==> src/design/hslrgb_pkg.sv <==
// Types, constants and helpers for the HSL to RGB converter.
package hslrgb_pkg;

  localparam int FRAC_BITS = 12;
  localparam int FIELD_W   = 13;
  localparam int VAL_W     = FRAC_BITS + 1;
  localparam int SIX_W     = FRAC_BITS + 3;
  localparam int SUM_W     = FRAC_BITS + 2;
  localparam int PROD_W    = 2 * VAL_W;
  localparam int TDATA_W   = ((4 * FIELD_W + 7) / 8) * 8;
  localparam int ONE       = 1 << FRAC_BITS;
  localparam int THIRD     = ONE / 3;

  localparam logic [VAL_W-1:0]  ONE_V   = VAL_W'(ONE);
  localparam logic [VAL_W-1:0]  THIRD_V = VAL_W'(THIRD);
  localparam logic [PROD_W-1:0] HALF_P  = PROD_W'(ONE / 2);
  localparam logic [SIX_W-1:0]  ONE_X   = SIX_W'(ONE);
  localparam logic [SIX_W-1:0]  THREE_X = SIX_W'(3 * ONE);
  localparam logic [SIX_W-1:0]  FOUR_X  = SIX_W'(4 * ONE);

  // Segment of the hue ramp a channel falls on
  typedef enum logic [1:0] {
    RG_RISE,
    RG_TOP,
    RG_FALL,
    RG_BOT
  } region_e;

  typedef struct packed {
    region_e          rgn;
    logic [VAL_W-1:0] fac;
  } ramp_sel_t;

  function automatic logic [VAL_W-1:0] sat_one(input logic [FIELD_W-1:0] x);
    logic [VAL_W-1:0] r;
    if (VAL_W'(x) > ONE_V || (FIELD_W > VAL_W && (x >> VAL_W) != '0)) r = ONE_V;
    else r = VAL_W'(x);
    return r;
  endfunction

  // Pick the ramp segment and the multiplier for a wrapped hue sample t in 0..ONE
  function automatic ramp_sel_t ramp_select(input logic [VAL_W-1:0] t);
    logic [SIX_W-1:0] six_t;
    ramp_sel_t        r;
    six_t = (SIX_W'(t) << 2) + (SIX_W'(t) << 1);
    r.fac = '0;
    if (six_t < ONE_X) begin
      r.rgn = RG_RISE;
      r.fac = VAL_W'(six_t);
    end else if (six_t < THREE_X) begin
      r.rgn = RG_TOP;
    end else if (six_t < FOUR_X) begin
      r.rgn = RG_FALL;
      r.fac = VAL_W'(FOUR_X - six_t);
    end else begin
      r.rgn = RG_BOT;
    end
    return r;
  endfunction

  // Divide a product by ONE, round to nearest (operand is never negative)
  function automatic logic [SUM_W-1:0] rescale(input logic [PROD_W-1:0] x);
    logic [PROD_W-1:0] s;
    s = x + HALF_P;
    return SUM_W'(s >> FRAC_BITS);
  endfunction

endpackage

==> src/design/hsl_to_rgb_converter_unit.sv <==
// HSL to RGB pixel converter, four-stage pipeline with stream handshakes.
//
// Usage: pixels enter on the s_axis channel and leave on the m_axis channel,
// one transaction per pixel, in order. A pixel is taken at a rising edge with
// s_axis_tvalid_i and s_axis_tready_o both high and reaches m_axis through the
// stage registers. Throughput is one pixel per clock unless the receiver stalls;
// the three channel ramps each own a multiplier; nothing is shared between pixels.
// Stages: (1) clamp inputs, multiply l*s, pick ramp segments for the three
// hue samples; (2) round l*s, form q, p and q-p; (3) three ramp multiplies;
// (4) round, add p, clamp, select gray, output register.
// Each stage has its own valid bit and advances when the stage after it is
// empty or moving, so bubbles close up while the receiver stalls. A stalled
// output holds its pixel; once all four stages are full s_axis_tready_o
// drops. Reset empties the pipeline; no pixel is lost or repeated.
// tdata of both channels: four 13-bit fields from bit 0 up, upper 4 bits zero.
module hsl_to_rgb_converter_unit
  import hslrgb_pkg::*;
(
  input  logic               clk_i,
  input  logic               rst_ni,
  input  logic               s_axis_tvalid_i,
  output logic               s_axis_tready_o,
  // hue[12:0], saturation[25:13], lightness[38:26], alpha_in[51:39]
  input  logic [TDATA_W-1:0] s_axis_tdata_i,
  output logic               m_axis_tvalid_o,
  input  logic               m_axis_tready_i,
  // red[12:0], green[25:13], blue[38:26], alpha_out[51:39]
  output logic [TDATA_W-1:0] m_axis_tdata_o
);

  logic vld1_q, vld2_q, vld3_q, vld4_q;
  logic en1, en2, en3, en4;

  assign en4 = ~vld4_q | m_axis_tready_i;
  assign en3 = ~vld3_q | en4;
  assign en2 = ~vld2_q | en3;
  assign en1 = ~vld1_q | en2;
  assign s_axis_tready_o = en1;

  always_ff @(posedge clk_i or negedge rst_ni) begin
    if (!rst_ni) begin
      vld1_q <= 1'b0;
      vld2_q <= 1'b0;
      vld3_q <= 1'b0;
      vld4_q <= 1'b0;
    end else begin
      if (en1) vld1_q <= s_axis_tvalid_i;
      if (en2) vld2_q <= vld1_q;
      if (en3) vld3_q <= vld2_q;
      if (en4) vld4_q <= vld3_q;
    end
  end

  // Stage 1
  logic [VAL_W-1:0]   h_d, s_d, l_d;
  logic [2:0][VAL_W-1:0] t_d;
  ramp_sel_t [2:0]    sel_d;
  logic [PROD_W-1:0]  ls_prod_d;

  always_comb begin
    h_d = sat_one(s_axis_tdata_i[FIELD_W-1:0]);
    s_d = sat_one(s_axis_tdata_i[2*FIELD_W-1:FIELD_W]);
    l_d = sat_one(s_axis_tdata_i[3*FIELD_W-1:2*FIELD_W]);
    ls_prod_d = PROD_W'(l_d) * PROD_W'(s_d);
    // red at h + 1/3, green at h, blue at h - 1/3, wrapped into 0..ONE
    t_d[0] = (h_d + THIRD_V > ONE_V) ? VAL_W'(h_d + THIRD_V - ONE_V) : VAL_W'(h_d + THIRD_V);
    t_d[1] = h_d;
    t_d[2] = (h_d < THIRD_V) ? VAL_W'(h_d + ONE_V - THIRD_V) : VAL_W'(h_d - THIRD_V);
    for (int c = 0; c < 3; c++) sel_d[c] = ramp_select(t_d[c]);
  end

  logic [VAL_W-1:0]   s1_q, l1_q;
  logic [PROD_W-1:0]  ls_prod1_q;
  ramp_sel_t [2:0]    sel1_q;
  logic [FIELD_W-1:0] a1_q;

  always_ff @(posedge clk_i) begin
    if (en1) begin
      s1_q       <= s_d;
      l1_q       <= l_d;
      ls_prod1_q <= ls_prod_d;
      sel1_q     <= sel_d;
      a1_q       <= s_axis_tdata_i[4*FIELD_W-1:3*FIELD_W];
    end
  end

  // Stage 2
  logic [VAL_W-1:0] ls, q_d, p_d, dif_d;
  logic [SUM_W-1:0] l2x;

  always_comb begin
    ls  = VAL_W'(rescale(ls_prod1_q));
    l2x = SUM_W'(l1_q) << 1;
    if (l2x < SUM_W'(ONE_V)) q_d = VAL_W'(SUM_W'(l1_q) + SUM_W'(ls));
    else q_d = VAL_W'(SUM_W'(l1_q) + SUM_W'(s1_q) - SUM_W'(ls));
    p_d   = VAL_W'(l2x - SUM_W'(q_d));
    dif_d = q_d - p_d;
  end

  logic [VAL_W-1:0]   q2_q, p2_q, dif2_q, l2_q;
  logic               gray2_q;
  ramp_sel_t [2:0]    sel2_q;
  logic [FIELD_W-1:0] a2_q;

  always_ff @(posedge clk_i) begin
    if (en2) begin
      q2_q    <= q_d;
      p2_q    <= p_d;
      dif2_q  <= dif_d;
      l2_q    <= l1_q;
      gray2_q <= (s1_q == '0);
      sel2_q  <= sel1_q;
      a2_q    <= a1_q;
    end
  end

  // Stage 3: one multiplier per channel
  logic [2:0][PROD_W-1:0] prod_d;

  always_comb begin
    for (int c = 0; c < 3; c++) prod_d[c] = PROD_W'(dif2_q) * PROD_W'(sel2_q[c].fac);
  end

  logic [VAL_W-1:0]       q3_q, p3_q, l3_q;
  logic                   gray3_q;
  logic [2:0][PROD_W-1:0] prod3_q;
  region_e [2:0]          rgn3_q;
  logic [FIELD_W-1:0]     a3_q;

  always_ff @(posedge clk_i) begin
    if (en3) begin
      q3_q    <= q2_q;
      p3_q    <= p2_q;
      l3_q    <= l2_q;
      gray3_q <= gray2_q;
      prod3_q <= prod_d;
      for (int c = 0; c < 3; c++) rgn3_q[c] <= sel2_q[c].rgn;
      a3_q    <= a2_q;
    end
  end

  // Stage 4: round, offset, clamp, gray select
  logic [2:0][SUM_W-1:0]   v;
  logic [2:0][FIELD_W-1:0] ch_d;

  always_comb begin
    for (int c = 0; c < 3; c++) begin
      case (rgn3_q[c])
        RG_RISE, RG_FALL: v[c] = SUM_W'(p3_q) + rescale(prod3_q[c]);
        RG_TOP:           v[c] = SUM_W'(q3_q);
        default:          v[c] = SUM_W'(p3_q);
      endcase
      if (gray3_q) ch_d[c] = FIELD_W'(l3_q);
      else if (v[c] > SUM_W'(ONE_V)) ch_d[c] = FIELD_W'(ONE_V);
      else ch_d[c] = FIELD_W'(v[c]);
    end
  end

  logic [2:0][FIELD_W-1:0] ch4_q;
  logic [FIELD_W-1:0]      a4_q;

  always_ff @(posedge clk_i) begin
    if (en4) begin
      ch4_q <= ch_d;
      a4_q  <= a3_q;
    end
  end

  assign m_axis_tvalid_o = vld4_q;
  assign m_axis_tdata_o  = TDATA_W'({a4_q, ch4_q[2], ch4_q[1], ch4_q[0]});

endmodule

==> config.mk <==
export PLATFORM = sky130hd
export DESIGN_NAME = hsl_to_rgb_converter_unit
export DESIGN_NICKNAME = d
export VERILOG_FILES = /design/src/design/hslrgb_pkg.sv /design/src/design/hsl_to_rgb_converter_unit.sv
export SDC_FILE = /design/constraint.sdc
export NUM_CORES = 2
export LEC_CHECK = 0
export BUFFER_PORTS_ARGS = -buffer_cell sky130_fd_sc_hd__buf_4
export CORE_MARGIN = 2
export CORE_UTILIZATION = 50
export CTS_BUF_LIST = sky130_fd_sc_hd__clkbuf_4
export CTS_CLUSTER_DIAMETER = 60
export DETAILED_ROUTE_END_ITERATION = 12
export HOLD_SLACK_MARGIN = 0.02
export PLACE_DENSITY = 0.66
export SETUP_SLACK_MARGIN = 0.15
export SLEW_MARGIN = 10
export SYNTH_ARGS = -nofsm -noshare
export SYNTH_HDL_FRONTEND = slang
export SYNTH_SLANG_ARGS = --single-unit
==> constraint.sdc <==
create_clock -name clk_i -period 15.8 [get_ports clk_i]
set_input_delay 3.16 -clock clk_i [delete_from_list [all_inputs] [get_ports clk_i]]
set_output_delay 3.16 -clock clk_i [all_outputs]
set_load 0.05 [all_outputs]
# Word level (Yosys, flattened, before mapping)
# Index checks and enable logic that the tools add are counted.
# totals
out_inout_bits	58
ff_bits	413
in_bits	60
# classes
mul	4
eq_ne	6
n_bitwise	8
reduce_logical	10
n_lt_le_gt_ge	18
mux	30
add_sub_neg	23
# ops
cell	n
$mux 13	21
$pmux 14 s2	3
$add 26x12->26 const B	3
$mul 13x13->26	3
$gt 13x13->1 const B	4
$add 15x14->15	3
$lt 15x13->1 const B	3
$lt 15x14->1 const B	3
$lt 15x15->1 const B	3
$add 13x14->14	3
$gt 14x13->1 const B	3
$sub 1x13->13 const A	3
$sub 13x13->13	3
$add 13x13->13	2
$sub 13x11->13 const B	2
$add 25x12->25 const B	1
$mul 13x13->25	1
$lt 14x13->1 const B	1
$add 13x11->13 const B	1
$add 13x13->13 const B	1
$logic_not 13->1	1
$lt 13x11->1 const B	1
$sub 13x13->13 const B	1
$reduce_or 2->1	6
other kinds (6)	23

# Logic depth before layout (Yosys ltp)
# logic_depth
word_depth	10
mapped_depth	26
ltp_nobuf	26

# Worst setup path before layout
# OpenSTA, ideal clock, no wires.
# synth_timing
path_type	input to output
startpoint	input port m_axis_tready_i
endpoint	output port s_axis_tready_o
t_arrival_ns	6.454
path_buffers	0
slack_ns	6.186
stages	2
cell_sequence	nor2b_1 > nand4_1
# synth_between
elab_chain_cells	4
# synth_rtl
element	line	text
from (decl)	hsl_to_rgb_converter_unit.sv:26	input logic m_axis_tready_i,
$or 1x1->1	hsl_to_rgb_converter_unit.sv:34	assign en4 = ~vld4_q | m_axis_tready_i;
$or 1x1->1	hsl_to_rgb_converter_unit.sv:35	assign en3 = ~vld3_q | en4;
$or 1x1->1	hsl_to_rgb_converter_unit.sv:36	assign en2 = ~vld2_q | en3;
$or 1x1->1	hsl_to_rgb_converter_unit.sv:37	assign en1 = ~vld1_q | en2;
to (decl)	hsl_to_rgb_converter_unit.sv:22	output logic s_axis_tready_o,
# No other way between the ends.

# Worst setup path after layout
# layout_timing
startpoint	input port s_axis_tdata_i[38]
endpoint	register ls_prod1_q[24] (data pin)
# layout_between
elab_chain_cells	3
# layout_rtl
element	line	text
from (decl)	hsl_to_rgb_converter_unit.sv:24	input logic [TDATA_W-1:0] s_axis_tdata_i,
$gt 13x13->1	hslrgb_pkg.sv:36	if (VAL_W'(x) > ONE_V || (FIELD_W > VAL_W && (x >> VAL_W) != '0)) r = ONE_V;
$mux 13	hslrgb_pkg.sv:36	
named net l_d[3]	hsl_to_rgb_converter_unit.sv:55	logic [VAL_W-1:0] h_d, s_d, l_d;
$mul 13x13->25	hsl_to_rgb_converter_unit.sv:64	ls_prod_d = PROD_W'(l_d) * PROD_W'(s_d);
named net ls_prod_d[24]	hsl_to_rgb_converter_unit.sv:58	logic [PROD_W-1:0] ls_prod_d;
to (signal assigned)	hsl_to_rgb_converter_unit.sv:81	ls_prod1_q <= ls_prod_d;
to (decl)	hsl_to_rgb_converter_unit.sv:73	logic [PROD_W-1:0] ls_prod1_q;
# The timed path passes the listed nets, and every way through them passes these cells.
# A chain may end at the register's enable or synchronous reset.

==> results_dict.tcl <==
set metrics [dict create \
    grt_first_pass_wirelength_mm 146 \
    cts_tree "built" \
    cts_resized 0 \
    hp-start "l2_q[6]" \
    die_x_um 286 \
    syn_area_um2 39700 \
    setup_violations 0 \
    core-area_um2 78700 \
    async_flop_share 0.0111 \
    nets 5077 \
    clock_path_buffers 3 \
    gr-total-overflow 0 \
    start_util 0.504 \
    mostFrequentLayoutCells "inv_1 (690), nand2_1 (527), fa_1 (457)" \
    detail-route-antenna-nets 0 \
    r2r_slack_ns 9.50 \
    max_stage_delay_ns 0.52 \
    dieArea_um2 81600 \
    cts_buffers 90 \
    worstReg2RegStart "dif2_q[1]" \
    hpwl_mm 69.7 \
    r2r_cells 20 \
    fillers 7136 \
    insertion_delay_ns 0.85 \
    synth_seq_cells 360 \
    grt_setup_unrepaired "no" \
    critPathLaunch "s_axis_tdata_i[38]" \
    wl_mm 88.9 \
    period_minus_slack_ns 9.02 \
    synth-edff-count 356 \
    synth_cells 4023 \
    viasPerCell 5.30 \
    relSlewSlack 0.255 \
    fin_crit_sh 0.571 \
    worst_path_max_delay_cell "fa_1" \
    final_common_cell "inv_1" \
    fp-row-count 103 \
    routedWlPerCell_um 16.9 \
    grt_max_degree 79 \
    hold_viol_final 0 \
    outcome "complete, no violations" \
    drv_slew 0 \
    dr_total_vias 27800 \
    grt_pass1_vias 28300 \
    clkTransAtPathRegs_ns 0.06 \
    worstPathArrival_ns 9.62 \
    place.gp.congestion 0.898 \
    yosysSeqAreaShare 0.272 \
    drtIter0Drc 1641 \
    top_level_ports 118 \
    holdCritPathClass "reg -> reg" \
    grt_usage 0.225 \
    hold_buffers 0 \
    max_freq_mhz 111 \
    syn_avg_cell_area_um2 9.86 \
    path_common_cell "fa_1" \
    cp.required_ns 16.40 \
    setup_tns_ns 0 \
    port_buffers 109 \
    holdPathStages 0 \
    crit_type "in -> reg" \
    synth_cell_types 93 \
    area_growth_pct 7.71 \
    hold_end "l3_q[6]" \
    cp-start-kind "primary input" \
    antenna_found_initial 2 \
    crit_path_end_kind "flop" \
    cap_viol_max_count 0 \
    htree_levels 3 \
    skew_ns 0.0505 \
    synthFlopType "edfxtp_1" \
    post-cts-setup-buffer-count 0 \
    cts.sink_count 360 \
    synth.yosys.warnings 0 \
    dr.pass1.iters 5 \
    worstMarginPinSlew_ns 1.12 \
    drc 0 \
    crit_fanout 17 \
    drive_above_1_share 0.0776 \
    cp_cell_sequence "buf_4, clkinv_1, nand2_1, clkinv_1, nand2_1, fa_1, fa_1, inv_1, ha_1, fa_1, inv_1, fa_1, inv_1, ha_1, a2111o_1, a21oi_1, a211oi_2, a211o_1, a41oi_2, a21oi_1, a21o_1, a21oi_1, xnor2_1" \
    die_y_um 286 \
    regToRegEndpoint "prod3_q[25]" \
    root_buffer "clkbuf_4" \
]
## cell usage after synthesis, types with 32 or more instances
cell type,number,area share
nor2_1,199,0.019
nor2b_1,40,0.0063
nor3_1,46,0.0058
inv_1,691,0.065
xnor2_1,165,0.036
nand2b_1,33,0.0052
o21a_1,34,0.0064
clkbuf_1,116,0.011
edfxtp_1,356,0.27
o21ai_0,102,0.013
and2_1,147,0.023
nand3_1,60,0.0076
a21o_1,44,0.0083
a21oi_1,102,0.013
o22ai_1,32,0.0050
xor2_1,73,0.016
fa_1,457,0.23
mux2i_1,37,0.0093
nand2_1,528,0.050
ha_1,419,0.13
## metrics by stage
step	util	area (µm²)	hold WS [ns]	setup slack [ns]	std cells
final	0.543	42700	0.384	6.78	5256
after global routing	0.543	42700	0.394	6.55	5256
after CTS	0.542	42700	0.371	6.88	5251
after detailed placement	0.528	41600	0.405	5.93	5099
after global placement	0.528	41600	0.400	5.98	5099
after floorplan	-	39800	0.400	6.19	4049
## worst max path at each step
stage / to / cells after the start / slack (ns)
4_1_cts: ls_prod1_q[24] / 23 / 6.88
3_3_place_gp: ls_prod1_q[24] / 23 / 5.98
5_1_grt: ls_prod1_q[24] / 23 / 6.55
6_report: ls_prod1_q[24] / 23 / 6.78
3_5_place_dp: ls_prod1_q[24] / 23 / 5.93
2_1_floorplan: s_axis_tready_o / 2 / 6.19
## worst max-delay path: cells and delay by family
family | cells | cell delay (ns)
adder cells (fa/ha/maj) | 6 | 2.55
AO/OA/AOI/OAI | 8 | 1.96
buffers and inverters | 6 | 1.19
AND/OR/NAND/NOR | 2 | 0.67
XOR/XNOR | 1 | 0.08
## sequential cells by signal, indices dropped and copies added (netlist names), 14 cells and up
name and cells:
m_axis_tdata_o 39, ls_prod1_q 14, prod3_q 45, sel2_q 42
sel1_q 42
## logic make-up (layout without fill, tap and decap cells)
logic type                 count (synthesis)  in the layout  synth area share
and+or+nand+nor                         1179           1179             0.139
adders and majority gates                876            876             0.363
buffers and inverters                    838            990            0.0799
AOI/OAI and AO/OA                        481            481            0.0809
DFF                                      360            360             0.272
xor gates and xnor gates                 238            238            0.0525
muxes                                     49             49            0.0127
other                                      2             33          0.000189
## routing by layer
metal,vias up,GRT usage,part of all wire,wire (µm)
met4,0,0.0615,0.021,1840
met1,13700,0.313,0.45,40200
met5,-,0,0,0
met2,676,0.373,0.48,42700
li1,13400,-,-,-
met3,115,0.0270,0.047,4210
## layout make-up
type | count | area (µm²) | area share
Clock buffer | 129 | 968 | 0.0227
Sequential cell | 360 | 10800 | 0.253
Tap cell | 1050 | 1310 | 0.0307
Antenna cell | 5 | 12.5 | 0.000293
Inverter | 708 | 2660 | 0.0622
Timing Repair Buffer | 130 | 976 | 0.0228
Clock inverter | 23 | 184 | 0.00430
Multi-Input combinational cell | 2851 | 25800 | 0.604
Power is not shown: default switching activity piles up to over one toggle a cycle in this logic, so the estimate is an artifact.
